**config.mk**
```make
export PLATFORM = sky130hd
export DESIGN_NAME = catb_regs
export DESIGN_NICKNAME = d
export VERILOG_FILES = /design/src/rtl/catb_pkg.sv /design/src/rtl/catb_regs.sv
export SDC_FILE = /design/constraint.sdc
export NUM_CORES = 1
export LEC_CHECK = 0
export BUFFER_PORTS_ARGS = -buffer_cell sky130_fd_sc_hd__buf_4
export CAP_MARGIN = 20
export CORE_MARGIN = 4
export CORE_UTILIZATION = 30
export DETAILED_ROUTE_END_ITERATION = 12
export PLACE_DENSITY_LB_ADDON = 0.15
export SKIP_CTS_REPAIR_TIMING = 1
export SLEW_MARGIN = 20
export SYNTH_ARGS = -nofsm -noshare
export SYNTH_HDL_FRONTEND = slang
export SYNTH_SLANG_ARGS = --single-unit
```
**constraint.sdc**
```tcl
create_clock -name clk -period 1.5 [get_ports clk]
set_input_delay 0.45 -clock clk [delete_from_list [all_inputs] [get_ports clk]]
set_output_delay 0.45 -clock clk [all_outputs]
set_load 0.01 [all_outputs]
```
**src/rtl/catb_pkg.sv**
```systemverilog
`default_nettype none

package catb_pkg;

	localparam int unsigned DEF_CLIENT_SLOTS = 16;
	localparam int unsigned DEF_OPCODE_SLOTS = 64;

	localparam int unsigned SIZE_W   = 16;
	localparam int unsigned RATE_W   = 16;
	localparam int unsigned TOKEN_W  = 36;
	localparam int unsigned TIME_W   = 64;
	localparam int unsigned TRAIT_W  = RATE_W + 2;
	localparam int unsigned BUCKET_W = RATE_W + TOKEN_W + TIME_W;
	localparam int unsigned MICRO_W  = 20;
	localparam int unsigned STATUS_W = 3;

	localparam logic [MICRO_W-1:0] MICRO_PER_TOKEN = 20'd1000000;

	localparam logic [SIZE_W-1:0] MIN_PAYLOAD_RESET = 16'd2;
	localparam logic [SIZE_W-1:0] MAX_PAYLOAD_RESET = 16'd4096;

	// register indexes on the configuration port
	localparam logic REG_MIN_PAYLOAD = 1'b0;
	localparam logic REG_MAX_PAYLOAD = 1'b1;

	// command codes
	localparam logic CMD_WRITE_TRAITS = 1'b0;
	localparam logic CMD_ADMIT        = 1'b1;

	typedef enum logic [STATUS_W-1:0] {
		ST_OK           = 3'd0,
		ST_BAD_ARGS     = 3'd1,
		ST_NOT_FOUND    = 3'd2,
		ST_AUTH_FAILED  = 3'd3,
		ST_RATE_LIMITED = 3'd4
	} status_t;

	// controller to datapath
	typedef struct packed {
		logic accept;
		logic out_load;
		logic out_sel_bucket;
		logic bucket_wr;
		logic clear_wr;
	} catb_cmd_t;

	// datapath to controller
	typedef struct packed {
		logic needs_bucket;
	} catb_stat_t;

endpackage

`default_nettype wire

```
**src/rtl/catb_regs.sv**
```systemverilog
`default_nettype none

module catb_regs import catb_pkg::*; (
	input  wire logic              clk,
	input  wire logic              arst_n,
	input  wire logic              psel,
	input  wire logic              penable,
	input  wire logic              pwrite,
	input  wire logic [2:0]        paddr,
	input  wire logic [31:0]       pwdata,
	output logic      [31:0]       prdata,
	output logic                   pready,
	output logic      [SIZE_W-1:0] min_payload_bytes,
	output logic      [SIZE_W-1:0] max_payload_bytes
);

	logic [SIZE_W-1:0] min_q;
	logic [SIZE_W-1:0] max_q;
	logic              wr_en;

	assign pready = 1'b1;
	assign wr_en  = psel && penable && pwrite && pready;

	always_ff @(posedge clk or negedge arst_n) begin
		if (!arst_n) begin
			min_q <= MIN_PAYLOAD_RESET;
			max_q <= MAX_PAYLOAD_RESET;
		end else if (wr_en) begin
			if (paddr[2] == REG_MIN_PAYLOAD) begin
				min_q <= pwdata[SIZE_W-1:0];
			end else begin
				max_q <= pwdata[SIZE_W-1:0];
			end
		end
	end

	always_comb begin
		if (paddr[2] == REG_MIN_PAYLOAD) begin
			prdata = {{(32-SIZE_W){1'b0}}, min_q};
		end else begin
			prdata = {{(32-SIZE_W){1'b0}}, max_q};
		end
	end

	assign min_payload_bytes = min_q;
	assign max_payload_bytes = max_q;

endmodule

`default_nettype wire

```
After elaboration in Yosys (flattened, before gate mapping)
Index checks and enable logic that the tools add are counted.
{"block": "classes", "muxes": 1, "bitwise_logic": 1, "reduce_logical": 4}
{"operator": "two-way mux 16 bit", "count": 1}
{"operator": "AND reduction 2 bit", "count": 2}
{"operator": "logical AND 1 bit", "count": 2}
{"operator": "inverter 1 bit", "count": 1}
{"block": "word_totals", "regBits": 32, "inputBits": 40, "output_inout_bits": 65, "elab_cells": 8}

Longest topological paths before layout
Gate-level depths: netlist of run 1.
{"block": "depth", "ltp_word": 3, "depth_mapped": 4, "ltp_nobuf": 2}

Worst setup path before layout of run 1
No wires, ideal clock.
{"block": "synth_path", "path_kind": "input to output", "startpoint": "in paddr[2]", "endpoint": "out prdata[10]", "t_arrival_ns": 1.148, "required_time_ns": 1.050, "slack_ns": -0.098, "path_stages": 3, "path_buffers": 2, "cell_sequence": "buf_6 -> buf_2 -> mux2_2"}
{"block": "synth_via", "elab_chain_cells": 1}
{"item": "start: declaration", "line_no": "catb_regs.sv:9", "rtl": "input wire logic [2:0] paddr,"}
{"item": "two-way mux 16 bit", "line_no": "catb_regs.sv:38", "rtl": "if (paddr[2] == REG_MIN_PAYLOAD) begin"}
{"item": "end: declaration", "line_no": "catb_regs.sv:11", "rtl": "output logic [31:0] prdata,"}
Every way passes these cells.

Worst setup path after layout of run 1
Ends and elaborated chain as after synthesis.

==> results of run 1 <==
-- registers in the layout, summed over array words and instances, names as in the netlist --
register	count
max_payload_bytes	16
min_payload_bytes	16
-- per-layer routing --
metal	up-vias	routed length (um)	GRT usage, %
met5	-	0	0
met4	0	25	3.55
met3	5	267	3.88
met2	46	2010	20.4
met1	561	1470	12.3
li1	519	-	-
-- final cells by class --
type	instances	area (um2)	area share (%)
repair buffers	93	800	31.9
multi-input cells	67	728	29.0
flip-flops and latches	32	803	32.0
clock buffers	8	90.1	3.59
well taps	70	87.6	3.49
-- power groups by stage --
stage                     registers [uW]  logic, uW  clock network, uW
after CTS                           1210       1090                699
after detailed placement            1230       1080                  0
final                               1200       1390                669
after floorplan                     1290        450                  0
after global placement              1210       1070                  0
after global routing                1230       1490                727
-- worst max-delay path, cell delays in order --
cell and delay [ns]:
buf_16 0.15, mux2_2 0.35, buf_4 0.14
-- how the worst max path moves through the flow --
stage | to | cells past startpoint | slack, ns
finish | prdata[10] | 3 | -0.05
global route | prdata[2] | 2 | -0.08
CTS | prdata[5] | 3 | -0.18
detailed placement | max_payload_bytes[0]$_DFFE_PN0P_ | 4 | -0.19
global placement | max_payload_bytes[1]$_DFFE_PN0P_ | 4 | -0.19
floorplan | prdata[10] | 3 | -0.01
-- metrics by stage --
step	setup slack [ns]	util, %
finish	-0.0491	48.8
global route	-0.0778	48.8
CTS	-0.180	43.5
detailed placement	-0.191	41.7
global placement	-0.191	41.7
floorplan	-0.0108	-
-- synth_stat cells --
| cell type | count | area [um2] |
|---|---|---|
| mux2_2 | 38 | 428 |
| nand4_4 | 1 | 21.3 |
| buf_6 | 3 | 33.8 |
| dfstp_2 | 2 | 52.6 |
| buf_4 | 17 | 128 |
| buf_2 | 1 | 5.00 |
| conb_1 | 2 | 7.51 |
| dfrtp_1 | 30 | 751 |
| nand4b_4 | 1 | 23.8 |
| mux2_4 | 10 | 150 |
-- cells by family (layout without fill, tap and decap cells) --
| family | Yosys count | in the layout | synth area share (%) |
|---|---|---|---|
| muxes | 48 | 48 | 36.1 |
| other | 2 | 17 | 0.469 |
| DFF | 32 | 32 | 50.2 |
| buffers and inverters | 21 | 101 | 10.4 |
| and+or+nand+nor | 2 | 2 | 2.81 |
==> out/results.ini, run 1 <==
[status]
status = finished, violations left
violations = setup timing

[floorplanning]
die_y_um = 81.0
die-area_um2 = 6570
num_rows = 26
dieWidth_um = 81.0
ios = 105
start_util_pct = 31.1
core_um2 = 5140

[finish]
areaGrowthSynthToFinish_pct = 56.8
finalInstanceArea_um2 = 2510
mostFrequentLayoutCells = buf_4 (75), dfrtp_1 (30), mux2_2 (27), mux2_4 (21), conb_1 (17)
antenna_cells = 0
final_cells = 270
nets = 239
nFillCells = 490
final_common_cell = buf_4
drive_gt1_share_pct = 75.5

[timing]
fin_tns_setup_ns = -0.427
final.min_clock_period_ns = 1.55
setup_viol = 16
drv_slew = 0
setup_slack_ns = -0.0491
hold_viol = 0
finalCritPeriodShare_pct = 103
clock_skew_ns = 0
grt_setup_unrepaired = true
whs_ns = 0.100
fmax_mhz = 646

[global_route]
grt_pass1_vias = 1177
overflow = 0
grt_max_degree = 33
grt_usage_pct = 11.3
antenna_found_initial = 0
grt_pass1_wl_um = 5660

[drt]
drtIter0Drc = 44
viasPerCell = 4.19
ant_nets = 0
wirelength_um = 3770
post_drt_wl_per_cell_um = 14.0
num_vias = 1131
dr.pass1.iters = 3
drc = 0

[run]
max_cap_violations = 0

[pwr]
p_int_uw = 2340
p_switching_uw = 916
power_uw = 3260
p_leak_uw = 0.00129
power_frac_comb_pct = 42.6
p_clk_share_pct = 20.5
p_seq_share_pct = 36.9
peakVddDrop_mv = 0.478
switching_share_pct = 28.1
p_per_area_nw_per_um2 = 1300

[clocking]
clk_pin_slew_ns = 0.06
clock_path_buffers = 2
clk_latency_ns = 0.28
cts_root_buf = clkbuf_8
cts_tree = done
cts.sinks = 32
cts_buffers = 5
htreeDepth = 2

[yosys]
synth_area_um2 = 1600
avgSynthCellArea_um2 = 15.2
yosys.cell_types.count = 10
synth-seq-cells = 32
netlist_instances = 105
seq_area_frac_synth_pct = 50.2
yosys_warnings = 0

[placement]
place_inst = 241
port_buffers = 69
globalplace.congestion = 0.661
dp_hpwl_um = 2650
postPlaceCellArea_um2 = 2140

[worst_hold_path]
hp-class = in2async

[critical_path]
reg2reg_from = min_payload_bytes[2]$_DFFE_PN0P_
critPathMaxFanout = 18
crit_required_ns = 1.05
critPathLaunch = paddr[2]
cp.arrival_ns = 1.10
regToRegSetupSlack_ns = 0.60
worstSetupPathType = in2out
reg2reg_depth = 2
timing.rr.end = min_payload_bytes[2]$_DFFE_PN0P_
worstSetupEndpointType = output pin
startpoint_type = input pin

Power figures use the tool's default switching activity.
==> run 2: changes to the inputs <==
--- a/config.mk
+++ b/config.mk
@@ -5,11 +5,13 @@
 export SDC_FILE = /design/constraint.sdc
 export NUM_CORES = 1
 export LEC_CHECK = 0
+export ABC_AREA = 1
 export BUFFER_PORTS_ARGS = -buffer_cell sky130_fd_sc_hd__buf_4
 export CAP_MARGIN = 20
 export CORE_MARGIN = 4
 export CORE_UTILIZATION = 30
 export DETAILED_ROUTE_END_ITERATION = 12
+export HOLD_SLACK_MARGIN = 0.1
 export PLACE_DENSITY_LB_ADDON = 0.15
 export SKIP_CTS_REPAIR_TIMING = 1
 export SLEW_MARGIN = 20
==> out/results.ini, run 2 <==
[status]
status = complete, no violations  ; was finished, violations left

[timing]
final.min_clock_period_ns = 1.48  ; was 1.55 ns
finalCritPeriodShare_pct = 98.5  ; was 103%
drv_slew = 0  ; unchanged
clock_skew_ns = 0  ; unchanged
setup_viol = 0  ; was 16
fin_tns_setup_ns = 0  ; was -0.427 ns
hold_viol = 0  ; unchanged
setup_slack_ns = 0.0225  ; was -0.0491 ns
fmax_mhz = 677  ; was 646 MHz
grt_setup_unrepaired = true  ; unchanged

[floorplanning]
ios = 105  ; unchanged
die_y_um = 81.7  ; was 81.0 um
start_util_pct = 31.5  ; was 31.1%
dieWidth_um = 81.7  ; was 81.0 um
core_um2 = 5170  ; was 5140 um2
num_rows = 26  ; unchanged
die-area_um2 = 6680  ; was 6570 um2

[critical_path]
critPathMaxFanout = 3  ; was 18
cp.arrival_ns = 1.03  ; was 1.10 ns
crit_required_ns = 1.05  ; about the same
worstSetupPathType = reg2out  ; was in2out
worstSetupEndpointType = output pin  ; unchanged
startpoint_type = register  ; was input pin

[pwr]
switching_share_pct = 31.8  ; was 28.1%
p_seq_share_pct = 42.6  ; was 36.9%
p_clk_share_pct = 24.6  ; was 20.5%
peakVddDrop_mv = 0.609  ; was 0.478 mV
power_frac_comb_pct = 32.8  ; was 42.6%
p_leak_uw = 0.00135  ; was 0.00129 uW
p_switching_uw = 874  ; was 916 uW
p_int_uw = 1870  ; was 2340 uW
p_per_area_nw_per_um2 = 1160  ; was 1300 nW/um2
power_uw = 2740  ; was 3260 uW

[placement]
place_inst = 348  ; was 241
port_buffers = 69  ; unchanged
globalplace.congestion = 0.709  ; was 0.661
dp_hpwl_um = 3080  ; was 2650 um
post-place-ws_ns = -0.0290  ; was -0.191 ns

[yosys]
synth_top_family_by_area = simple AND/OR/NAND/NOR gates  ; was multiplexers
synth_enable_flop_cells = 0  ; unchanged
avgSynthCellArea_um2 = 7.65  ; was 15.2 um2
yosys.cell_types.count = 13  ; was 10
synth_compound_area_share_pct = 0  ; unchanged
netlist.top_cell.by_area = dfrtp_1  ; unchanged
yosys.area_share.simple_pct = 37.9  ; was 2.81%
synthArstFlopShare_pct = 100  ; unchanged
synth_area_um2 = 1630  ; was 1600 um2
synth-xor-area-share_pct = 0  ; unchanged
synth-seq-cells = 32  ; unchanged
synth_flop_cell = dfrtp_1  ; unchanged
yosys-top-cells-area = dfrtp_1 (46%), nand2_1 (26%), nand3_1 (9.8%), buf_4 (9.7%), dfstp_2 (3.2%)  ; was dfrtp_1 (47%), mux2_2 (27%), mux2_4 (9.4%), buf_4 (8.0%), dfstp_2 (3.3%)
yosys-mux-area-fraction_pct = 0  ; was 36.1%
synth_top_area_share_pct = 46.0  ; was 46.9%
yosys.cell_count.top_type = nand2_1  ; was mux2_2
netlist_instances = 213  ; was 105
seq_area_frac_synth_pct = 49.3  ; was 50.2%
yosys_warnings = 0  ; unchanged
synth_common_cells = nand2_1 (113), nand3_1 (32), dfrtp_1 (30)  ; was mux2_2 (38), dfrtp_1 (30), buf_4 (17)
synth_fa_ha_area_share_pct = 0  ; unchanged

[global_route]
overflow = 0  ; unchanged
grt_max_degree = 33  ; unchanged
antenna_found_initial = 0  ; unchanged
grt_usage_pct = 14.1  ; was 11.3%
grt_pass1_wl_um = 7090  ; was 5660 um
grt_pass1_vias = 1502  ; was 1177

[clocking]
cts_tree = done  ; unchanged
cts.sinks = 32  ; unchanged
htreeDepth = 2  ; unchanged
cts_root_buf = clkbuf_8  ; unchanged
cts_buffers = 5  ; unchanged
clock_path_buffers = 2  ; unchanged
clk_latency_ns = 0.27  ; was 0.28 ns
clk_pin_slew_ns = 0.06  ; about the same

[finish]
nets = 328  ; was 239
final_common_cell = nand2_1  ; was buf_4
final_cells = 359  ; was 270
mostFrequentLayoutCells = nand2_1 (111), buf_4 (71), nand3_1 (32), dfrtp_1 (30), conb_1 (17)  ; was buf_4 (75), dfrtp_1 (30), mux2_2 (27), mux2_4 (21), conb_1 (17)
nFillCells = 556  ; was 490
areaGrowthSynthToFinish_pct = 45.0  ; was 56.8%
drive_gt1_share_pct = 32.9  ; was 75.5%
antenna_cells = 0  ; unchanged
register_area_um2 = 803  ; unchanged
multi_input_area_um2 = 687  ; was 728 um2

[drt]
drc = 0  ; unchanged
wirelength_um = 4550  ; was 3770 um
post_drt_wl_per_cell_um = 12.7  ; was 14.0 um
dr.pass1.iters = 4  ; was 3
ant_nets = 0  ; unchanged
drtIter0Drc = 70  ; was 44
viasPerCell = 4.35  ; was 4.19
num_vias = 1560  ; was 1131

[run]
max_cap_violations = 0  ; unchanged

[worst_hold_path]
hp-class = in2async  ; unchanged

## run 2: through the flow
stage / util, % / cell area, um2 / hold slack, ns
2_1_floorplan: - / 1690 / 0.154
3_3_place_gp: 42.5 / 2200 / 0.420
3_5_place_dp: 42.5 / 2200 / 0.419
4_1_cts: 44.2 / 2290 / 0.120
5_1_grt: 45.7 / 2360 / 0.137
6_report: 45.7 / 2360 / 0.111
## run 2: power by group through the flow
stage / clock network [uW] / registers (uW) / logic, uW
5_1_grt: 745 / 1200 / 1000
4_1_cts: 694 / 1170 / 888
2_1_floorplan: 0 / 1240 / 334
6_report: 675 / 1170 / 900
3_5_place_dp: 0 / 1180 / 887
3_3_place_gp: 0 / 1180 / 877
## run 2: layer usage
layer,track usage (%),share of wire [%]
met1,17.8,44
met2,22.5,47
met3,3.95,8.0
met4,5.81,1.5
met5,0,0
## run 2: cell families after synthesis
family,count (synthesis)
other,2
buffers and inverters,31
DFF,32
and+or+nand+nor,148
## run 2: final cells by class
type	count	share of cell area (%)
clock buffer	8	3.81
inverter	2	0.635
multi-input combinational	165	29.0
sequential	32	34.0
tap	70	3.70
timing repair buffer	82	28.8
## run 2: path summary, 6_finish.rpt
kind                       cells after the start                                 to  slack, ns                               from
setup / recovery                               3                         prdata[12]       0.02  max_payload_bytes[12]$_DFFE_PN1P_
hold / removal                                 1   max_payload_bytes[2]$_DFFE_PN0P_       0.11                             arst_n
setup reg to reg                               2   min_payload_bytes[1]$_DFFE_PN1P_       0.78   min_payload_bytes[1]$_DFFE_PN1P_
hold reg to reg                                2  max_payload_bytes[12]$_DFFE_PN1P_       0.48  max_payload_bytes[12]$_DFFE_PN1P_
max in group asynchronous                      1  max_payload_bytes[12]$_DFFE_PN1P_       1.06                             arst_n
min in group clk                               3   min_payload_bytes[1]$_DFFE_PN1P_       0.41                          pwdata[1]
## run 2: critical path: stages (launching register included)
cell and delay (ns):
dfstp_2 0.54, nand2_1 0.05, nand2_1 0.07, buf_6 0.10
==> run 3: changes to the inputs <==
--- a/config.mk
+++ b/config.mk
@@ -5,12 +5,14 @@
 export SDC_FILE = /design/constraint.sdc
 export NUM_CORES = 1
 export LEC_CHECK = 0
-export ABC_AREA = 1
 export BUFFER_PORTS_ARGS = -buffer_cell sky130_fd_sc_hd__buf_4
 export CAP_MARGIN = 20
+export CELL_PAD_IN_SITES_DETAIL_PLACEMENT = 1
+export CELL_PAD_IN_SITES_GLOBAL_PLACEMENT = 1
 export CORE_MARGIN = 4
-export CORE_UTILIZATION = 30
+export CORE_UTILIZATION = 28
 export DETAILED_ROUTE_END_ITERATION = 12
+export GPL_TIMING_DRIVEN = 0
 export HOLD_SLACK_MARGIN = 0.1
 export PLACE_DENSITY_LB_ADDON = 0.15
 export SKIP_CTS_REPAIR_TIMING = 1
==> out/results.ini, run 3 (synthesis results as in run 1) <==
[pwr]
p_int_uw = 2330  ; was 1870 uW
peakVddDrop_mv = 0.413  ; was 0.609 mV
p_per_area_nw_per_um2 = 1240  ; was 1160 nW/um2
p_switching_uw = 961  ; was 874 uW
power_frac_comb_pct = 42.4  ; was 32.8%
switching_share_pct = 29.2  ; was 31.8%
p_leak_uw = 0.00140  ; was 0.00135 uW
p_clk_share_pct = 20.6  ; was 24.6%
p_seq_share_pct = 37.0  ; was 42.6%

[critical_path]
critPathLaunch = paddr[2]  ; was max_payload_bytes[12]$_DFFE_PN1P_
regToRegSetupSlack_ns = 0.59  ; was 0.78 ns
worstSetupEndpointType = output pin  ; unchanged
path_cells = buf_12 -> clkbuf_16 -> mux2_4 -> buf_6  ; was nand2_1 -> nand2_1 -> buf_6
startpoint_type = input pin  ; was register
critPathMaxFanout = 5  ; was 3
timing.rr.end = max_payload_bytes[4]$_DFFE_PN0P_  ; was min_payload_bytes[1]$_DFFE_PN1P_
worstSetupPathType = in2out  ; was reg2out
cp.arrival_ns = 1.15  ; was 1.03 ns
reg2reg_from = max_payload_bytes[4]$_DFFE_PN0P_  ; was min_payload_bytes[1]$_DFFE_PN1P_
reg2reg_depth = 2  ; unchanged
crit_required_ns = 1.05  ; about the same
slowest_stage = mux2_4  ; was dfstp_2
cpPeakStageDelay_ns = 0.30  ; was 0.54 ns

[run]
max_cap_violations = 0  ; unchanged

[drt]
num_vias = 1182  ; was 1560
viasPerCell = 4.16  ; was 4.35
post_drt_wl_per_cell_um = 16.2  ; was 12.7 um
dr.pass1.iters = 4  ; unchanged
wirelength_um = 4610  ; was 4550 um
drc = 0  ; unchanged
drtIter0Drc = 38  ; was 70
ant_nets = 0  ; unchanged

[global_route]
grt.busiest_layer = met2  ; unchanged
grt_pass1_wl_um = 6490  ; was 7090 um
overflow = 0  ; unchanged
grt_pass1_vias = 1217  ; was 1502
met1_usage_pct = 13.4  ; was 17.8%
antenna_found_initial = 0  ; unchanged
grt_util_met3_pct = 3.95  ; about the same
use_met2_pct = 20.8  ; was 22.5%
grt_max_degree = 33  ; unchanged
grt_usage_pct = 11.8  ; was 14.1%

[finish]
nFillCells = 607  ; was 556
final_common_cell = buf_4  ; was nand2_1
finalInstanceArea_um2 = 2650  ; was 2360 um2
drive_gt1_share_pct = 77.8  ; was 32.9%
areaGrowthSynthToFinish_pct = 65.5  ; was 45.0%
nets = 251  ; was 328
antenna_cells = 0  ; unchanged
mostFrequentLayoutCells = buf_4 (83), dfrtp_1 (30), mux2_4 (26), mux2_2 (22), buf_6 (18)  ; was nand2_1 (111), buf_4 (71), nand3_1 (32), dfrtp_1 (30), conb_1 (17)

[timing]
finalCritPeriodShare_pct = 107  ; was 98.5%
drv_slew = 0  ; unchanged
fmax_mhz = 625  ; was 677 MHz
setup_slack_ns = -0.0995  ; was 0.0225 ns
hold_viol = 0  ; unchanged
clock_skew_ns = 0  ; unchanged
final.min_clock_period_ns = 1.60  ; was 1.48 ns
grt_setup_unrepaired = true  ; unchanged
setup_viol = 16  ; was 0
whs_ns = 0.0978  ; was 0.111 ns

[floorplanning]
num_rows = 27  ; was 26
die-area_um2 = 6990  ; was 6680 um2
start_util_pct = 28.9  ; was 31.5%
die_y_um = 83.6  ; was 81.7 um
core_um2 = 5540  ; was 5170 um2
dieWidth_um = 83.6  ; was 81.7 um
ios = 105  ; unchanged

[placement]
port_buffers = 68  ; was 69
globalplace.congestion = 0.731  ; was 0.709
dp_hpwl_um = 3090  ; was 3080 um
postPlaceCellArea_um2 = 2260  ; was 2200 um2

[status]
violations = setup timing
status = finished, violations left  ; was complete, no violations

[clocking]
cts_buffers = 5  ; unchanged
clk_latency_ns = 0.28  ; was 0.27 ns
clock_path_buffers = 2  ; unchanged
cts.sinks = 32  ; unchanged
clk_pin_slew_ns = 0.07  ; was 0.06 ns
cts_root_buf = clkbuf_8  ; unchanged
cts_tree = done  ; unchanged
htreeDepth = 2  ; unchanged

[worst_hold_path]
hp-class = in2async  ; unchanged

## run 3: cell count changes in the layout (fill, tap and decap cells not counted), moves of 2 or more
| cell | change |
|---|---|
| buf_6 | +11 |
| mux2_4 | +26 |
| nand2_1 | -111 |
| mux2_2 | +22 |
| buf_4 | +12 |
| nand2_2 | -2 |
| clkinv_2 | +2 |
| nand3_1 | -32 |
| clkbuf_1 | -2 |
## run 3: how the worst max path moves through the flow
stage          depth (start not counted)    endpoint
4_1_cts                                4  prdata[14]
3_3_place_gp                           4  prdata[14]
5_1_grt                                4  prdata[12]
2_1_floorplan                          3  prdata[10]
6_report                               4  prdata[12]
3_5_place_dp                           4  prdata[14]
## run 3: through the flow
| step | setup WS, ns | cells | TNS [ns] | total power [uW] | utilization, % |
|---|---|---|---|---|---|
| floorplan | -0.0108 | 120 | -0.108 | 1740 | - |
| global placement | -0.214 | 260 | -2.34 | 2320 | 40.9 |
| detailed placement | -0.225 | 260 | -2.57 | 2360 | 40.9 |
| CTS | -0.225 | 268 | -2.50 | 3050 | 42.5 |
| global route | -0.116 | 284 | -1.45 | 3480 | 47.8 |
| finish | -0.0995 | 284 | -1.13 | 3290 | 47.8 |
## run 3: worst max-delay path: cells and delay by family
family,cells,cell delay (ns)
multiplexers,1,0.30
buffers and inverters,3,0.40
## run 3: final cells by class
cell class                 count  area [um2]  area share (%)
sequential                    32         803            30.3
multi-input combinational     67         747            28.2
timing repair buffer          84         726            27.4
buffer                        21         190            7.18
tap                           72        90.1            3.40
clock buffer                   6        82.6            3.12
clock inverter                 2        10.0           0.378
## run 3: power groups by stage
stage | clock network, uW | registers (uW) | logic [uW]
detailed placement | 0 | 1230 | 1130
CTS | 709 | 1210 | 1130
finish | 679 | 1220 | 1400
floorplan | 0 | 1290 | 450
global route | 748 | 1250 | 1480
global placement | 0 | 1210 | 1110
## run 3: metal layers
metal	wire, um	up-vias
met1	1790	591
met2	2510	42
li1	-	544
met5	0	-
met4	64	0
met3	254	5
