### src/rtl/catb_pkg.sv
`default_nettype none

package catb_pkg;

	localparam int unsigned DEF_CLIENT_SLOTS = 16;
	localparam int unsigned DEF_OPCODE_SLOTS = 64;

	localparam int unsigned SIZE_W   = 16;
	localparam int unsigned RATE_W   = 16;
	localparam int unsigned TOKEN_W  = 36;
	localparam int unsigned TIME_W   = 64;
	localparam int unsigned TRAIT_W  = RATE_W + 2;
	localparam int unsigned BUCKET_W = RATE_W + TOKEN_W + TIME_W;
	localparam int unsigned MICRO_W  = 20;
	localparam int unsigned STATUS_W = 3;

	localparam logic [MICRO_W-1:0] MICRO_PER_TOKEN = 20'd1000000;

	localparam logic [SIZE_W-1:0] MIN_PAYLOAD_RESET = 16'd2;
	localparam logic [SIZE_W-1:0] MAX_PAYLOAD_RESET = 16'd4096;

	// register indexes on the configuration port
	localparam logic REG_MIN_PAYLOAD = 1'b0;
	localparam logic REG_MAX_PAYLOAD = 1'b1;

	// command codes
	localparam logic CMD_WRITE_TRAITS = 1'b0;
	localparam logic CMD_ADMIT        = 1'b1;

	typedef enum logic [STATUS_W-1:0] {
		ST_OK           = 3'd0,
		ST_BAD_ARGS     = 3'd1,
		ST_NOT_FOUND    = 3'd2,
		ST_AUTH_FAILED  = 3'd3,
		ST_RATE_LIMITED = 3'd4
	} status_t;

	// controller to datapath
	typedef struct packed {
		logic accept;
		logic out_load;
		logic out_sel_bucket;
		logic bucket_wr;
		logic clear_wr;
	} catb_cmd_t;

	// datapath to controller
	typedef struct packed {
		logic needs_bucket;
	} catb_stat_t;

endpackage

`default_nettype wire

### src/rtl/catb_ctrl.sv
`default_nettype none

module catb_ctrl import catb_pkg::*; #(
	parameter int unsigned CLIENT_SLOTS = DEF_CLIENT_SLOTS,
	parameter int unsigned OPCODE_SLOTS = DEF_OPCODE_SLOTS,
	localparam int unsigned BUCKETS = CLIENT_SLOTS * OPCODE_SLOTS,
	localparam int unsigned BW = (BUCKETS > 1) ? $clog2(BUCKETS) : 1
) (
	input  wire logic       clk,
	input  wire logic       arst_n,
	input  wire logic       req_valid,
	output logic            req_ready,
	output logic            res_valid,
	input  wire logic       res_ready,
	input  wire catb_stat_t stat,
	output catb_cmd_t       cmd,
	output logic [BW-1:0]   clear_addr
);

	typedef enum logic [2:0] {
		S_CLEAR,
		S_IDLE,
		S_CHECK,
		S_MUL,
		S_REFILL,
		S_DECIDE
	} state_t;

	state_t        state_q;
	logic          out_valid_q;
	logic [BW-1:0] clear_addr_q;
	logic          out_free;

	assign out_free  = !out_valid_q || res_ready;
	assign req_ready = (state_q == S_IDLE);
	assign res_valid = out_valid_q;
	assign clear_addr = clear_addr_q;

	always_comb begin
		cmd                = '0;
		cmd.accept         = req_valid && (state_q == S_IDLE);
		cmd.clear_wr       = (state_q == S_CLEAR);
		cmd.out_sel_bucket = (state_q == S_DECIDE);
		cmd.bucket_wr      = (state_q == S_DECIDE) && out_free;
		cmd.out_load       = ((state_q == S_CHECK) && !stat.needs_bucket && out_free) ||
		                     ((state_q == S_DECIDE) && out_free);
	end

	always_ff @(posedge clk or negedge arst_n) begin
		if (!arst_n) begin
			state_q      <= S_CLEAR;
			out_valid_q  <= 1'b0;
			clear_addr_q <= '0;
		end else begin
			if (cmd.out_load) begin
				out_valid_q <= 1'b1;
			end else if (res_ready) begin
				out_valid_q <= 1'b0;
			end
			case (state_q)
				S_CLEAR: begin
					clear_addr_q <= clear_addr_q + BW'(1);
					if (clear_addr_q == BW'(BUCKETS - 1)) begin
						state_q <= S_IDLE;
					end
				end
				S_IDLE: begin
					if (req_valid) begin
						state_q <= S_CHECK;
					end
				end
				S_CHECK: begin
					if (stat.needs_bucket) begin
						state_q <= S_MUL;
					end else if (out_free) begin
						state_q <= S_IDLE;
					end
				end
				S_MUL: begin
					state_q <= S_REFILL;
				end
				S_REFILL: begin
					state_q <= S_DECIDE;
				end
				S_DECIDE: begin
					if (out_free) begin
						state_q <= S_IDLE;
					end
				end
				default: begin
					state_q <= S_IDLE;
				end
			endcase
		end
	end

endmodule

`default_nettype wire

### config.mk
export PLATFORM = sky130hd
export DESIGN_NAME = catb_ctrl
export DESIGN_NICKNAME = d
export VERILOG_FILES = /design/src/rtl/catb_pkg.sv /design/src/rtl/catb_ctrl.sv
export SDC_FILE = /design/constraint.sdc
export NUM_CORES = 1
export LEC_CHECK = 0
export BUFFER_PORTS_ARGS = -buffer_cell sky130_fd_sc_hd__buf_2
export CAP_MARGIN = 20
export CELL_PAD_IN_SITES_DETAIL_PLACEMENT = 0
export CELL_PAD_IN_SITES_GLOBAL_PLACEMENT = 2
export CORE_ASPECT_RATIO = 1.2
export CORE_MARGIN = 3
export CORE_UTILIZATION = 32
export DETAILED_ROUTE_END_ITERATION = 12
export PLACE_DENSITY_LB_ADDON = 0.1
export SYNTH_ARGS = -nofsm -noshare
export SYNTH_HDL_FRONTEND = slang
export SYNTH_SLANG_ARGS = --single-unit
export TNS_END_PERCENT = 20
### constraint.sdc
create_clock -name clk -period 2.2 [get_ports clk]
set_input_delay 0.22 -clock clk [delete_from_list [all_inputs] [get_ports clk]]
set_output_delay 0.22 -clock clk [all_outputs]
set_load 0.02 [all_outputs]
# == Word level (Yosys, flattened, before mapping) ==
# Cells that the tools add are included.
# totals
mem_count,0
out_inout_bits,17
ff_bits,14
inputBits,5
ramBits,0
romBits,0
latchBits,0
# op_classes
n_addsub,1
eq_ne,8
bitwise,0
muxes,7
n_reduce_logical,11
div_mod_pow,0
order_cmp,0
mul,0
shift,0
# op_table
op,count
case mux 3 bit (6 select lines),1
2-to-1 mux 3 bit,4
adder 10 x 1 -> 10 bit (second input constant),1
equality test 10 bit (second input constant),1
equality test 3 x 2 -> 1 bit (second input constant),2
equality test 3 bit (second input constant),2
logical AND 1 bit,4
equality test 3 x 1 -> 1 bit (second input constant),1
zero test 3 bit,1
zero test 1 bit,2
logical OR 1 bit,2
2-to-1 mux 1 bit,2
inequality test 2 x 1 -> 1 bit (second input constant),1
inequality test 2 bit (second input constant),1
AND reduction 2 bit,1
nonzero test 2 bit,1

# == Longest topological paths before layout ==
# Gate-level depths: netlist of the first run.
# logic_depth
ltp_word,5
depth_mapped,5
depth_no_buf,4

# == Worst setup path before layout of the first run ==
# No wires, ideal clock.
# synth_timing
path_kind,register to register
startpoint,reg state_q[1]
endpoint,reg clear_addr_q[4] (netlist: clear_addr[4])
path_stages_with_launch,6
path_buffers,1
arrival_ps,1326
slack_ps,744
cell_sequence,dfrtp_1 or3_1 buf_6 inv_2 nand4_1 xnor2_1
# synth_rtl
item,line,rtl
"start, declared",catb_ctrl.sv:29,state_t state_q;
"start signal, assigned",catb_ctrl.sv:51,state_q <= S_CLEAR;
"start signal, assigned",catb_ctrl.sv:64,state_q <= S_IDLE;
"start signal, assigned",catb_ctrl.sv:69,state_q <= S_CHECK;
"end signal, assigned",catb_ctrl.sv:62,clear_addr_q <= clear_addr_q + BW'(1);
"end, declared",catb_ctrl.sv:31,logic [BW-1:0] clear_addr_q;

==> tab_implementation.tex, run 1 <==
\begin{tabular}{lr}
\hline
Metric & Value \\
\hline
\multicolumn{2}{l}{\textbf{Synthesis}} \\
Distinct cell type count of the synthesized netlist & 24 \\
Top post-synthesis cells by count & dfrtp\_1, nand2\_1, nor2\_1, xor2\_1 \\
Synth area leader & dfrtp\_1 \\
Synthesis Warnings & 0 \\
Async S/R FF share, synth & 1.000 \\
Most used flip-flop cell after synthesis & dfrtp\_1 \\
Sequential cell area fraction in the yosys report & 0.4853 \\
Cell with the most instances after synthesis & dfrtp\_1 \\
EDFF count, synth & 0 \\
Net Count, Synth & 74 \\
Netlist Area Pre-Place & 721.9 um2 \\
Post-synthesis instance total & 68 \\
Most area-consuming cells after synthesis & dfrtp\_1, nor4\_4, xor2\_1 \\
Total of flip-flops plus latches after synthesis & 14 \\
Share of Yosys cell area claimed by the top area cell type & 0.4853 \\
Post-Syn Area per Cell & about 11 um2 \\
\multicolumn{2}{l}{\textbf{Place}} \\
Detail Placement HPWL & 1.047 mm \\
Number of port buffers & 21 \\
Pre-CTS setup slack & between 0.5 and 0.6 ns \\
Placer's final routability congestion estimate & approximately 0.70 \\
\multicolumn{2}{l}{\textbf{Drt}} \\
Met1 Routed Length & 713 um \\
Amount of wire on met2 after detailed routing & just under 600 um \\
Antenna Nets Post-Route & 0 \\
Ratio of routed vias to standard cells & approximately 4.7 \\
Vias post-DR & 584 \\
Final routed DRC violation total & 0 \\
Routed wire per std cell & 11.53 um \\
Highest routed layer & met4 \\
Post-Route WL & 1.418 mm \\
Total met3 wirelength after detailed routing & 66 um \\
Starting DRC count in detailed routing & 11 \\
Initial DRT Pass Iterations & 4 \\
\multicolumn{2}{l}{\textbf{Min path}} \\
Worst hold path startpoint & req\_valid \\
Cell depth of the worst hold path & 3 \\
Min-delay worst type & in2reg \\
End point of the most critical hold path & state\_q[1]\$\_DFFE\_PN0P\_ \\
\multicolumn{2}{l}{\textbf{Global route}} \\
Via count of the first global-routing pass & 549 \\
Global-route wire length before repair & 2.559 mm \\
Antenna violations before repair & 0 \\
GRT Util Overall & 0.1182 \\
Remaining global-route overflow & 0 \\
Largest net degree at the start of global routing & 15 \\
\multicolumn{2}{l}{\textbf{Finish}} \\
N\_diodes & 0 \\
Fill count & 223 \\
Layout Utilization & 0.4295 \\
Synthesis-to-layout area growth & 24.61\% \\
Final net count & 100 \\
Fraction of layout cells with a size suffix above 1 & 0.3118 \\
\multicolumn{2}{l}{\textbf{Critical path}} \\
Worst Reg-to-Reg Cells & 3 \\
Critical Path Fanout Max & 10 \\
Reg2reg setup slack & 0.52 ns \\
Endpoint of the lowest-slack register-to-register path & clear\_addr[9]\$\_DFFE\_PN0N\_ \\
Worst setup path category & reg2out \\
Worst r2r src & state\_q[1]\$\_DFFE\_PN0P\_ \\
Req. time, crit path & 1.98 ns \\
Critical path data arrival time & 1.73 ns \\
Nature of the critical path endpoint & primary output \\
Critical Path Source Type & flip-flop \\
\multicolumn{2}{l}{\textbf{Die}} \\
Starting Density & 0.3447 \\
Die Y-Extent & around 58 um \\
Die width & 49.36 um \\
Std-Cell Rows & 18 \\
I/O pins & 22 \\
Core Footprint & 0.002095 mm2 \\
Die ar. & 0.002864 mm2 \\
\multicolumn{2}{l}{\textbf{STA}} \\
Max Freq & 513.0 MHz \\
RSZ-0062 raised after global routing & false \\
Normalized max-slew margin & 0.6363 \\
Final critical path time including I/O delays and setup & 1.949 ns \\
Largest clock skew in the final design & 0.001382 ns \\
Final period util & 0.8860 \\
Number of max-slew violations in the final report & 0 \\
Number of endpoints with negative hold slack in the final report & 0 \\
Crit path setup slack, layout & 0.2508 ns \\
Final-report setup violation count & 0 \\
Worst-margin pin slew & 0.5456 ns \\
Final sum of negative setup slack & 0 ns \\
\multicolumn{2}{l}{\textbf{Clock network}} \\
TritonCTS Sinks & 14 \\
Clock root buffer & clkbuf\_4 \\
Clock latency at the later pin of the worst-skew pair & a little under 0.3 ns \\
Clock slew at the register clock pins of the worst setup and hold paths & 0.09 ns \\
CTS resizes & 0 \\
CTS tree & yes \\
Cts bufs inserted & 3 \\
Deepest level of the CTS H-tree & 1 \\
Maximum number of buffers from clock root to sink & 2 \\
\multicolumn{2}{l}{\textbf{Flow run}} \\
Number of violations of the max-capacitance limit & 0 \\
\multicolumn{2}{l}{\textbf{Power and ir drop}} \\
PD cells & around 1400 mW/mm2 \\
VDD IR max & 643.3 uV \\
Leakage & 0.4695 nW \\
\multicolumn{2}{l}{\textbf{Status}} \\
Result of the run & completed \\
\hline
\end{tabular}
sequential cells by signal (all words and copies together) (netlist names):
name,cells
state_q,3
res_valid,1
clear_addr,10
routing by layer:
layer  track usage  vias up
met5             0        -
met4       0.08537        0
met3       0.01542        5
met2        0.1628       27
met1        0.1688      271
li1              -      281
layout by cell type (no fill, tap or decap):
master          n
o21ai_0         1
nand2_1         8
nor2b_1         3
dfrtp_1        14
xnor2_1         4
or3_1           1
nor3_1          3
inv_1           2
clkbuf_8        1
o211ai_1        1
dlygate4sd3_1   1
nand3b_1        1
nand3_1         4
and2_1          1
nor4_4          3
nand2b_1        2
xor2_1          5
and3b_1         1
o32a_1          1
nand4_1         1
o22ai_1         1
clkbuf_4        3
ha_1            1
inv_2           1
buf_2          21
nor2_1          5
a21oi_1         3
where the power goes:
part / internal [mW] / switching (mW)
logic: 0.219 / 0.392
clock network: 0.101 / 0.0898
registers: 0.348 / 0.117
total: 0.668 / 0.599
cell type report:
| type | count | area (um2) | share of cell area |
|---|---|---|---|
| Clock buffer | 4 | 36.28 | 0.04033 |
| Tap cell | 30 | 37.54 | 0.04172 |
| Inverter | 3 | 11.26 | 0.01252 |
| Multi-Input combinational cell | 50 | 349.1 | 0.3880 |
| Timing Repair Buffer | 22 | 115.1 | 0.1280 |
| Sequential cell | 14 | 350.3 | 0.3894 |
worst max path at each step:
stage | cells past startpoint | to | start
after floorplan | 5 | clear_addr[4]$_DFFE_PN0N_ | state_q[1]$_DFFE_PN0P_
after global placement | 3 | clear_addr[8]$_DFFE_PN0N_ | state_q[0]$_DFFE_PN0P_
after detailed placement | 3 | clear_addr[9]$_DFFE_PN0N_ | state_q[1]$_DFFE_PN0P_
after CTS | 3 | cmd[0] | state_q[0]$_DFFE_PN0P_
after global routing | 3 | cmd[0] | state_q[1]$_DFFE_PN0P_
final | 3 | cmd[0] | state_q[1]$_DFFE_PN0P_
through the flow:
| stage | instance area (um2) | total power [mW] | hold WS (ns) | std cells |
|---|---|---|---|---|
| 2_1_floorplan | 721.9 | 0.9342 | -0.07559 | 68 |
| 3_3_place_gp | 853.3 | 1.080 | 0.1363 | 118 |
| 3_5_place_dp | 853.3 | 1.090 | 0.1364 | 118 |
| 4_1_cts | 899.6 | 1.286 | 0.2029 | 123 |
| 5_1_grt | 899.6 | 1.378 | 0.2503 | 123 |
| 6_report | 899.6 | 1.267 | 0.2096 | 123 |
timing repair:
item                      4_1_cts  5_1_grt
buffers inserted                0        0
hold buffers                    1        0
hold endpoints to repair       14        0
logic make-up (layout without fill, tap and decap cells):
kind of cell	count (synthesis)	count (layout)	synth area share
AND/OR/NAND/NOR	33	33	0.2964
XOR/XNOR	9	9	0.1092
adder cells (fa/ha/maj)	1	1	0.01733
flip-flops	14	14	0.4853
buffers and inverters	4	29	0.03119
AO/OA/AOI/OAI	7	7	0.06066
critical path, stage by stage, from the launching register on:
cell and delay, ns:
dfrtp_1 0.45, or3_1 0.64, inv_2 0.18, buf_2 0.18
No activity file was read; power rests on OpenSTA's default activity.
==> run 2: changes to the inputs <==
--- a/config.mk
+++ b/config.mk
@@ -9,7 +9,7 @@
 export CAP_MARGIN = 20
 export CELL_PAD_IN_SITES_DETAIL_PLACEMENT = 0
 export CELL_PAD_IN_SITES_GLOBAL_PLACEMENT = 2
-export CORE_ASPECT_RATIO = 1.2
+export CORE_ASPECT_RATIO = 0.7
 export CORE_MARGIN = 3
 export CORE_UTILIZATION = 32
 export DETAILED_ROUTE_END_ITERATION = 12
==> run 2 against run 1 <==
Routed wire length is 0.28% lower. Sequential power decreased by 1%. Total power is 0.66% lower. Setup slack better by 0.029 ns. Utilization is 2.4 points higher. Critical path depth stayed put. Hold slack better by 0.019 ns. Cell count unchanged. Combinational power is essentially flat. Via count decreased by 6.3%. Clock power down 3%. Fmax is 1.5% higher. Critical endpoint unchanged. Largest power group unchanged. Highest routed layer is now met3.
==> tab_implementation.tex, run 2 (synthesized netlist as in run 1, its figures left out) <==
\begin{tabular}{lr}
\hline
Metric & Value \\
\hline
\multicolumn{2}{l}{\textbf{Status}} \\
Result of the run & completed \\
\multicolumn{2}{l}{\textbf{STA}} \\
Worst-margin pin slew & 0.5379 ns \\
Final period util & 0.8727 \\
Final-report setup violation count & 0 \\
Max Freq & 520.9 MHz \\
Largest clock skew in the final design & 0.003368 ns \\
Number of endpoints with negative hold slack in the final report & 0 \\
Worst slack on hold paths & about 0.23 ns \\
Number of max-slew violations in the final report & 0 \\
Normalized max-slew margin & 0.6414 \\
RSZ-0062 raised after global routing & false \\
Final sum of negative setup slack & 0 ns \\
Final critical path time including I/O delays and setup & 1.920 ns \\
\multicolumn{2}{l}{\textbf{Clock network}} \\
Clock latency at the later pin of the worst-skew pair & 0.28 ns \\
Clock root buffer & clkbuf\_4 \\
CTS tree & yes \\
Maximum number of buffers from clock root to sink & 2 \\
Clock slew at the register clock pins of the worst setup and hold paths & 0.08 ns \\
Cts bufs inserted & 3 \\
TritonCTS Sinks & 14 \\
Deepest level of the CTS H-tree & 1 \\
\multicolumn{2}{l}{\textbf{Critical path}} \\
Critical Path Source Type & flip-flop \\
Nature of the critical path endpoint & primary output \\
Worst setup path category & reg2out \\
Library cell contributing the largest single delay on the critical path & or3\_1 \\
Critical path buffer and inverter count & 2 \\
Critical Path Fanout Max & 10 \\
Req. time, crit path & 1.98 ns \\
Worst r2r src & state\_q[0]\$\_DFFE\_PN0P\_ \\
Critical path data arrival time & 1.70 ns \\
Reg2reg setup slack & 0.50 ns \\
Endpoint of the lowest-slack register-to-register path & clear\_addr[9]\$\_DFFE\_PN0N\_ \\
Series of cell instances along the critical path & or3\_1 -> inv\_2 -> buf\_2 \\
Worst Reg-to-Reg Cells & 3 \\
Largest delay share family, worst path & simple AND/OR/NAND/NOR gates \\
Maximum cell stage delay along the critical path & 0.62 ns \\
\multicolumn{2}{l}{\textbf{Place}} \\
Number of port buffers & 21 \\
Detail Placement HPWL & 1.128 mm \\
Placement Cell Area & about 850 um2 \\
Placer's final routability congestion estimate & 0.6524 \\
\multicolumn{2}{l}{\textbf{Global route}} \\
Global-route wire length before repair & approximately 2.4 mm \\
Met2 Resource Use GR & 0.1525 \\
Routing layer with the top usage in global route & met1 \\
Largest net degree at the start of global routing & 15 \\
GRT Util Overall & 0.1139 \\
Antenna violations before repair & 0 \\
Remaining global-route overflow & 0 \\
GR Util met1 & 0.1585 \\
Met3 GRT Util & 0.06173 \\
Via count of the first global-routing pass & 474 \\
\multicolumn{2}{l}{\textbf{Die}} \\
Std-Cell Rows & 13 \\
Starting Density & 0.3638 \\
Core Footprint & roughly 0.0020 mm2 \\
Die ar. & 0.002871 mm2 \\
Die Y-Extent & between 40 and 50 um \\
I/O pins & 22 \\
Die width & 62.77 um \\
\multicolumn{2}{l}{\textbf{Drt}} \\
Starting DRC count in detailed routing & 22 \\
Initial DRT Pass Iterations & 4 \\
Post-Route WL & between 1 and 1.5 mm \\
Final routed DRC violation total & 0 \\
Routed wire per std cell & about 11 um \\
Vias post-DR & 547 \\
Antenna Nets Post-Route & 0 \\
Ratio of routed vias to standard cells & around 4.4 \\
\multicolumn{2}{l}{\textbf{Flow run}} \\
Number of violations of the max-capacitance limit & 0 \\
\multicolumn{2}{l}{\textbf{Min path}} \\
Worst hold path startpoint & req\_valid \\
Cell depth of the worst hold path & 3 \\
End point of the most critical hold path & state\_q[1]\$\_DFFE\_PN0P\_ \\
Min-delay worst type & in2reg \\
\multicolumn{2}{l}{\textbf{Finish}} \\
Most used cells in the layout excluding fill and tap cells & buf\_2, dfrtp\_1, nand2\_1 \\
Cell area after layout & 899.6 um2 \\
Max reg flops & 10 \\
Fill count & 218 \\
Layout Utilization & 0.4533 \\
N\_diodes & 0 \\
Synthesis-to-layout area growth & 24.61\% \\
Fraction of layout cells with a size suffix above 1 & 0.3118 \\
Most common cell after layout, fill and taps aside & buf\_2 \\
Final net count & 100 \\
\multicolumn{2}{l}{\textbf{Power and ir drop}} \\
Leakage & 0.4695 nW \\
VDD IR max & 712.0 uV \\
Sum of internal, switching and leakage power & 1.258 mW \\
PD cells & 1399 mW/mm2 \\
\hline
\end{tabular}
run 2: per-stage QoR:
| step | instances | setup WS, ns |
|---|---|---|
| floorplan | 68 | 0.7439 |
| global placement | 118 | 0.5733 |
| detailed placement | 118 | 0.5054 |
| CTS | 123 | 0.2547 |
| global route | 123 | 0.1562 |
| finish | 123 | 0.2801 |
run 2: final cells by class:
type | count | area (um2) | area share
flip-flops and latches | 14 | 350.3 | 0.3894
repair buffers | 22 | 115.1 | 0.1280
multi-input cells | 50 | 349.1 | 0.3880
well taps | 30 | 37.54 | 0.04172
inverters | 3 | 11.26 | 0.01252
clock buffers | 4 | 36.28 | 0.04033
run 2: power breakdown:
| part | leakage (nW) | switching (mW) | internal, mW |
|---|---|---|---|
| sequential | 0.182 | 0.111 | 0.348 |
| combinational | 0.267 | 0.394 | 0.220 |
| clock | 0.0210 | 0.0840 | 0.101 |
| total | 0.469 | 0.589 | 0.669 |
run 2: worst max path at each step:
stage	startpoint	endpoint	slack (ns)	cells past startpoint
2_1_floorplan	state_q[1]$_DFFE_PN0P_	clear_addr[4]$_DFFE_PN0N_	0.74	5
3_3_place_gp	state_q[1]$_DFFE_PN0P_	clear_addr[8]$_DFFE_PN0N_	0.57	3
3_5_place_dp	state_q[1]$_DFFE_PN0P_	clear_addr[9]$_DFFE_PN0N_	0.51	3
4_1_cts	state_q[1]$_DFFE_PN0P_	cmd[0]	0.25	3
5_1_grt	state_q[1]$_DFFE_PN0P_	cmd[0]	0.16	3
6_report	state_q[0]$_DFFE_PN0P_	cmd[0]	0.28	3
run 2: repair_timing:
| item | CTS | global route |
|---|---|---|
| setup buffers | 0 | 0 |
| hold endpoints to repair | 14 | 0 |
| setup endpoints to repair | 0 | 0 |
| resized for setup | 0 | 0 |
| hold buffers | 1 | 0 |
run 2: tightest hold or removal path, delay by kind of cell:
family / cells / cell delay (ns)
and+or+nand+nor: 1 / 0.07
buffers and inverters: 1 / 0.11
AOI/OAI and AO/OA: 1 / 0.06
run 2: layer usage:
layer	part of all wire	up-vias
li1	-	282
met1	0.52	251
met2	0.40	14
met3	0.079	0
met4	0	0
met5	0	-
==> run 3: changes to the inputs <==
--- a/config.mk
+++ b/config.mk
@@ -5,14 +5,15 @@
 export SDC_FILE = /design/constraint.sdc
 export NUM_CORES = 1
 export LEC_CHECK = 0
-export BUFFER_PORTS_ARGS = -buffer_cell sky130_fd_sc_hd__buf_2
+export ABC_AREA = 1
 export CAP_MARGIN = 20
 export CELL_PAD_IN_SITES_DETAIL_PLACEMENT = 0
 export CELL_PAD_IN_SITES_GLOBAL_PLACEMENT = 2
 export CORE_ASPECT_RATIO = 0.7
 export CORE_MARGIN = 3
-export CORE_UTILIZATION = 32
+export CORE_UTILIZATION = 36
 export DETAILED_ROUTE_END_ITERATION = 12
+export DONT_BUFFER_PORTS = 1
 export PLACE_DENSITY_LB_ADDON = 0.1
 export SYNTH_ARGS = -nofsm -noshare
 export SYNTH_HDL_FRONTEND = slang
==> run 3 against run 2 <==
Sequential power rose by 21%. Flip-flop and latch count stayed put. Clock power is 2% lower. Clock-buffer cell count unchanged. Critical path depth rose by 2. First-iteration DRC count is 100% higher. Cell count is 14% higher. Fmax increased by 8.3%. Global-route usage is 0.95 points higher. Combinational power shrank 9.8%. Non-clock buffer count decreased by 20. Hold slack worse by 0.072 ns. Critical path type unchanged.
==> tab_implementation.tex, run 3 <==
\begin{tabular}{lr}
\hline
Metric & Value \\
\hline
\multicolumn{2}{l}{\textbf{Status}} \\
Result of the run & completed \\
\multicolumn{2}{l}{\textbf{Global route}} \\
Via count of the first global-routing pass & about 520 \\
Remaining global-route overflow & 0 \\
Largest net degree at the start of global routing & 15 \\
Antenna violations before repair & 0 \\
GRT Util Overall & 0.1234 \\
Global-route wire length before repair & about 2.7 mm \\
\multicolumn{2}{l}{\textbf{Power and ir drop}} \\
Leakage & 0.4774 nW \\
VDD IR max & 634.8 uV \\
PD cells & 1393 mW/mm2 \\
\multicolumn{2}{l}{\textbf{Synthesis}} \\
Sequential cell area fraction in the yosys report & 0.4192 \\
Net Count, Synth & 110 \\
Async S/R FF share, synth & 1.000 \\
Fraction of synthesized area in multiplexers & 0 \\
Most area-consuming cells after synthesis & dfrtp\_1, nand2\_1, inv\_1 \\
Most used flip-flop cell after synthesis & dfrtp\_1 \\
Total of flip-flops plus latches after synthesis & 14 \\
Post-synthesis compound-gate area fraction & 0.01946 \\
Synthesis Warnings & 0 \\
Netlist Area Pre-Place & 835.8 um2 \\
Area share of xor/xnor cells in the synthesized design & 0.05240 \\
Post-synthesis instance total & 104 \\
Dominant combinational cell family by area after synthesis & simple AND/OR/NAND/NOR gates \\
Cell with the most instances after synthesis & nand2\_1 \\
Synth area leader & dfrtp\_1 \\
Post-Syn Area per Cell & 8.037 um2 \\
Share of Yosys cell area claimed by the top area cell type & 0.4192 \\
Arithmetic-cell share of the synthesized area counting full adders, half adders and majority gates & 0.01497 \\
Simple-gate share of the synthesized area & 0.4057 \\
EDFF count, synth & 0 \\
Distinct cell type count of the synthesized netlist & 21 \\
Top post-synthesis cells by count & nand2\_1, inv\_1, dfrtp\_1 \\
\multicolumn{2}{l}{\textbf{Clock network}} \\
Clock slew at the register clock pins of the worst setup and hold paths & 0.08 ns \\
Clock root buffer & clkbuf\_4 \\
Hold\_buf cts & 1 \\
CTS tree & yes \\
Deepest level of the CTS H-tree & 1 \\
CTS resizes & 0 \\
Cts bufs inserted & 3 \\
Clock latency at the later pin of the worst-skew pair & 0.27 ns \\
Maximum number of buffers from clock root to sink & 2 \\
TritonCTS Sinks & 14 \\
Post-CTS Setup Inserts & 0 \\
\multicolumn{2}{l}{\textbf{Finish}} \\
Max reg flops & 10 \\
Fraction of layout cells with a size suffix above 1 & 0.1909 \\
Most common cell after layout, fill and taps aside & nand2\_1 \\
Fill count & 206 \\
Most used cells in the layout excluding fill and tap cells & nand2\_1, inv\_1, dfrtp\_1 \\
N\_diodes & 0 \\
Final net count & 117 \\
Synthesis-to-layout area growth & 10.93\% \\
\multicolumn{2}{l}{\textbf{STA}} \\
Final period util & 0.8060 \\
Normalized max-slew margin & 0.5758 \\
Final critical path time including I/O delays and setup & between 1.5 and 2 ns \\
Largest clock skew in the final design & 0.0007607 ns \\
Final-report setup violation count & 0 \\
Max Freq & between 500 and 600 MHz \\
Worst-margin pin slew & 0.6342 ns \\
RSZ-0062 raised after global routing & false \\
Number of max-slew violations in the final report & 0 \\
Final sum of negative setup slack & 0 ns \\
Crit path setup slack, layout & between 0.4 and 0.5 ns \\
Number of endpoints with negative hold slack in the final report & 0 \\
\multicolumn{2}{l}{\textbf{Die}} \\
Die Y-Extent & 46.32 um \\
Std-Cell Rows & 13 \\
Core Footprint & 0.002017 mm2 \\
I/O pins & 22 \\
Starting Density & 0.4144 \\
Die width & between 60 and 70 um \\
Die ar. & 0.002945 mm2 \\
\multicolumn{2}{l}{\textbf{Place}} \\
Number of port buffers & 0 \\
Placer's final routability congestion estimate & 0.7907 \\
Pre-CTS setup slack & 0.7312 ns \\
Detail Placement HPWL & between 1 and 1.5 mm \\
\multicolumn{2}{l}{\textbf{Critical path}} \\
Worst setup path category & reg2out \\
Critical Path Source Type & flip-flop \\
Critical Path Fanout Max & 6 \\
Critical path data arrival time & around 1.6 ns \\
Nature of the critical path endpoint & primary output \\
Req. time, crit path & 1.98 ns \\
\multicolumn{2}{l}{\textbf{Drt}} \\
Post-Route WL & 1.633 mm \\
Vias post-DR & roughly 620 \\
Routed wire per std cell & 11.66 um \\
Antenna Nets Post-Route & 0 \\
Final routed DRC violation total & 0 \\
Starting DRC count in detailed routing & 45 \\
Ratio of routed vias to standard cells & 4.407 \\
Initial DRT Pass Iterations & 4 \\
\multicolumn{2}{l}{\textbf{Min path}} \\
Min-delay worst type & in2reg \\
\multicolumn{2}{l}{\textbf{Flow run}} \\
Number of violations of the max-capacitance limit & 0 \\
\hline
\end{tabular}
run 3: cell types whose count changed after synthesis, moves of 4 or more:
cell / before / now
nor2_1: 5 / 11
nand3_1: 4 / 8
nand2_1: 8 / 25
inv_1: 2 / 17
nand3_2: 0 / 4
run 3: power breakdown:
part / switching (mW) / leakage, nW / internal (mW) / total [mW]
Combinational: 0.376 / 0.274 / 0.178 / 0.554
Sequential: 0.214 / 0.182 / 0.343 / 0.557
Clock: 0.0800 / 0.0210 / 0.101 / 0.181
Total: 0.670 / 0.477 / 0.622 / 1.29
run 3: path summary, 6_finish.rpt:
kind / cells after the start / endpoint / startpoint / slack (ns)
max reg2reg: 5 / clear_addr[5]$_DFFE_PN0N_ / clear_addr[3]$_DFFE_PN0N_ / 0.83
min: 3 / state_q[0]$_DFFE_PN0P_ / req_valid / 0.16
min in group asynchronous: 1 / clear_addr[8]$_DFFE_PN0N_ / arst_n / 0.40
min reg2reg: 1 / clear_addr[8]$_DFFE_PN0N_ / clear_addr[8]$_DFFE_PN0N_ / 0.66
max: 5 / cmd[3] / state_q[2]$_DFFE_PN0P_ / 0.43
max in group asynchronous: 1 / state_q[2]$_DFFE_PN0P_ / arst_n / 1.39
run 3: stage by stage:
| stage | power, mW | hold slack [ns] | utilization | std cells | area (um2) |
|---|---|---|---|---|---|
| after floorplan | 1.001 | -0.07559 | - | 104 | 835.8 |
| after global placement | 1.119 | -0.07526 | 0.4367 | 135 | 880.8 |
| after detailed placement | 1.113 | -0.07524 | 0.4367 | 135 | 880.8 |
| after CTS | 1.307 | 0.1487 | 0.4597 | 140 | 927.1 |
| after global routing | 1.396 | 0.1565 | 0.4597 | 140 | 927.1 |
| final | 1.292 | 0.1561 | 0.4597 | 140 | 927.1 |
run 3: area by class of cell:
class	count	area, um2	area share
sequential	14	350.3	0.3779
tap	30	37.54	0.04049
inverter	19	73.82	0.07962
multi-input combinational	71	411.6	0.4440
clock buffer	4	36.28	0.03914
timing repair buffer	2	17.52	0.01889
run 3: worst max-delay path, stage by stage, from the launching register on:
cell     delay (ns)
dfrtp_1        0.46
inv_2          0.12
nand2_1        0.07
nor2_1         0.14
nand2_1        0.10
a21oi_1        0.39
run 3: routing by layer:
| layer | GRT usage | vias to the layer above | routed length [um] |
|---|---|---|---|
| li1 | - | 338 | - |
| met2 | 0.1577 | 14 | 595 |
| met4 | 0.01288 | 0 | 0 |
| met3 | 0.05610 | 0 | 91 |
| met5 | 0 | - | 0 |
| met1 | 0.1881 | 265 | 947 |
run 3: kinds of logic (layout without fill, tap and decap cells):
| logic type | count (synthesis) | count (layout) |
|---|---|---|
| compound gates | 3 | 3 |
| xor+xnor | 5 | 5 |
| buf+inv | 19 | 25 |
| fa+ha+maj | 1 | 1 |
| simple gates | 62 | 62 |
| flops | 14 | 14 |
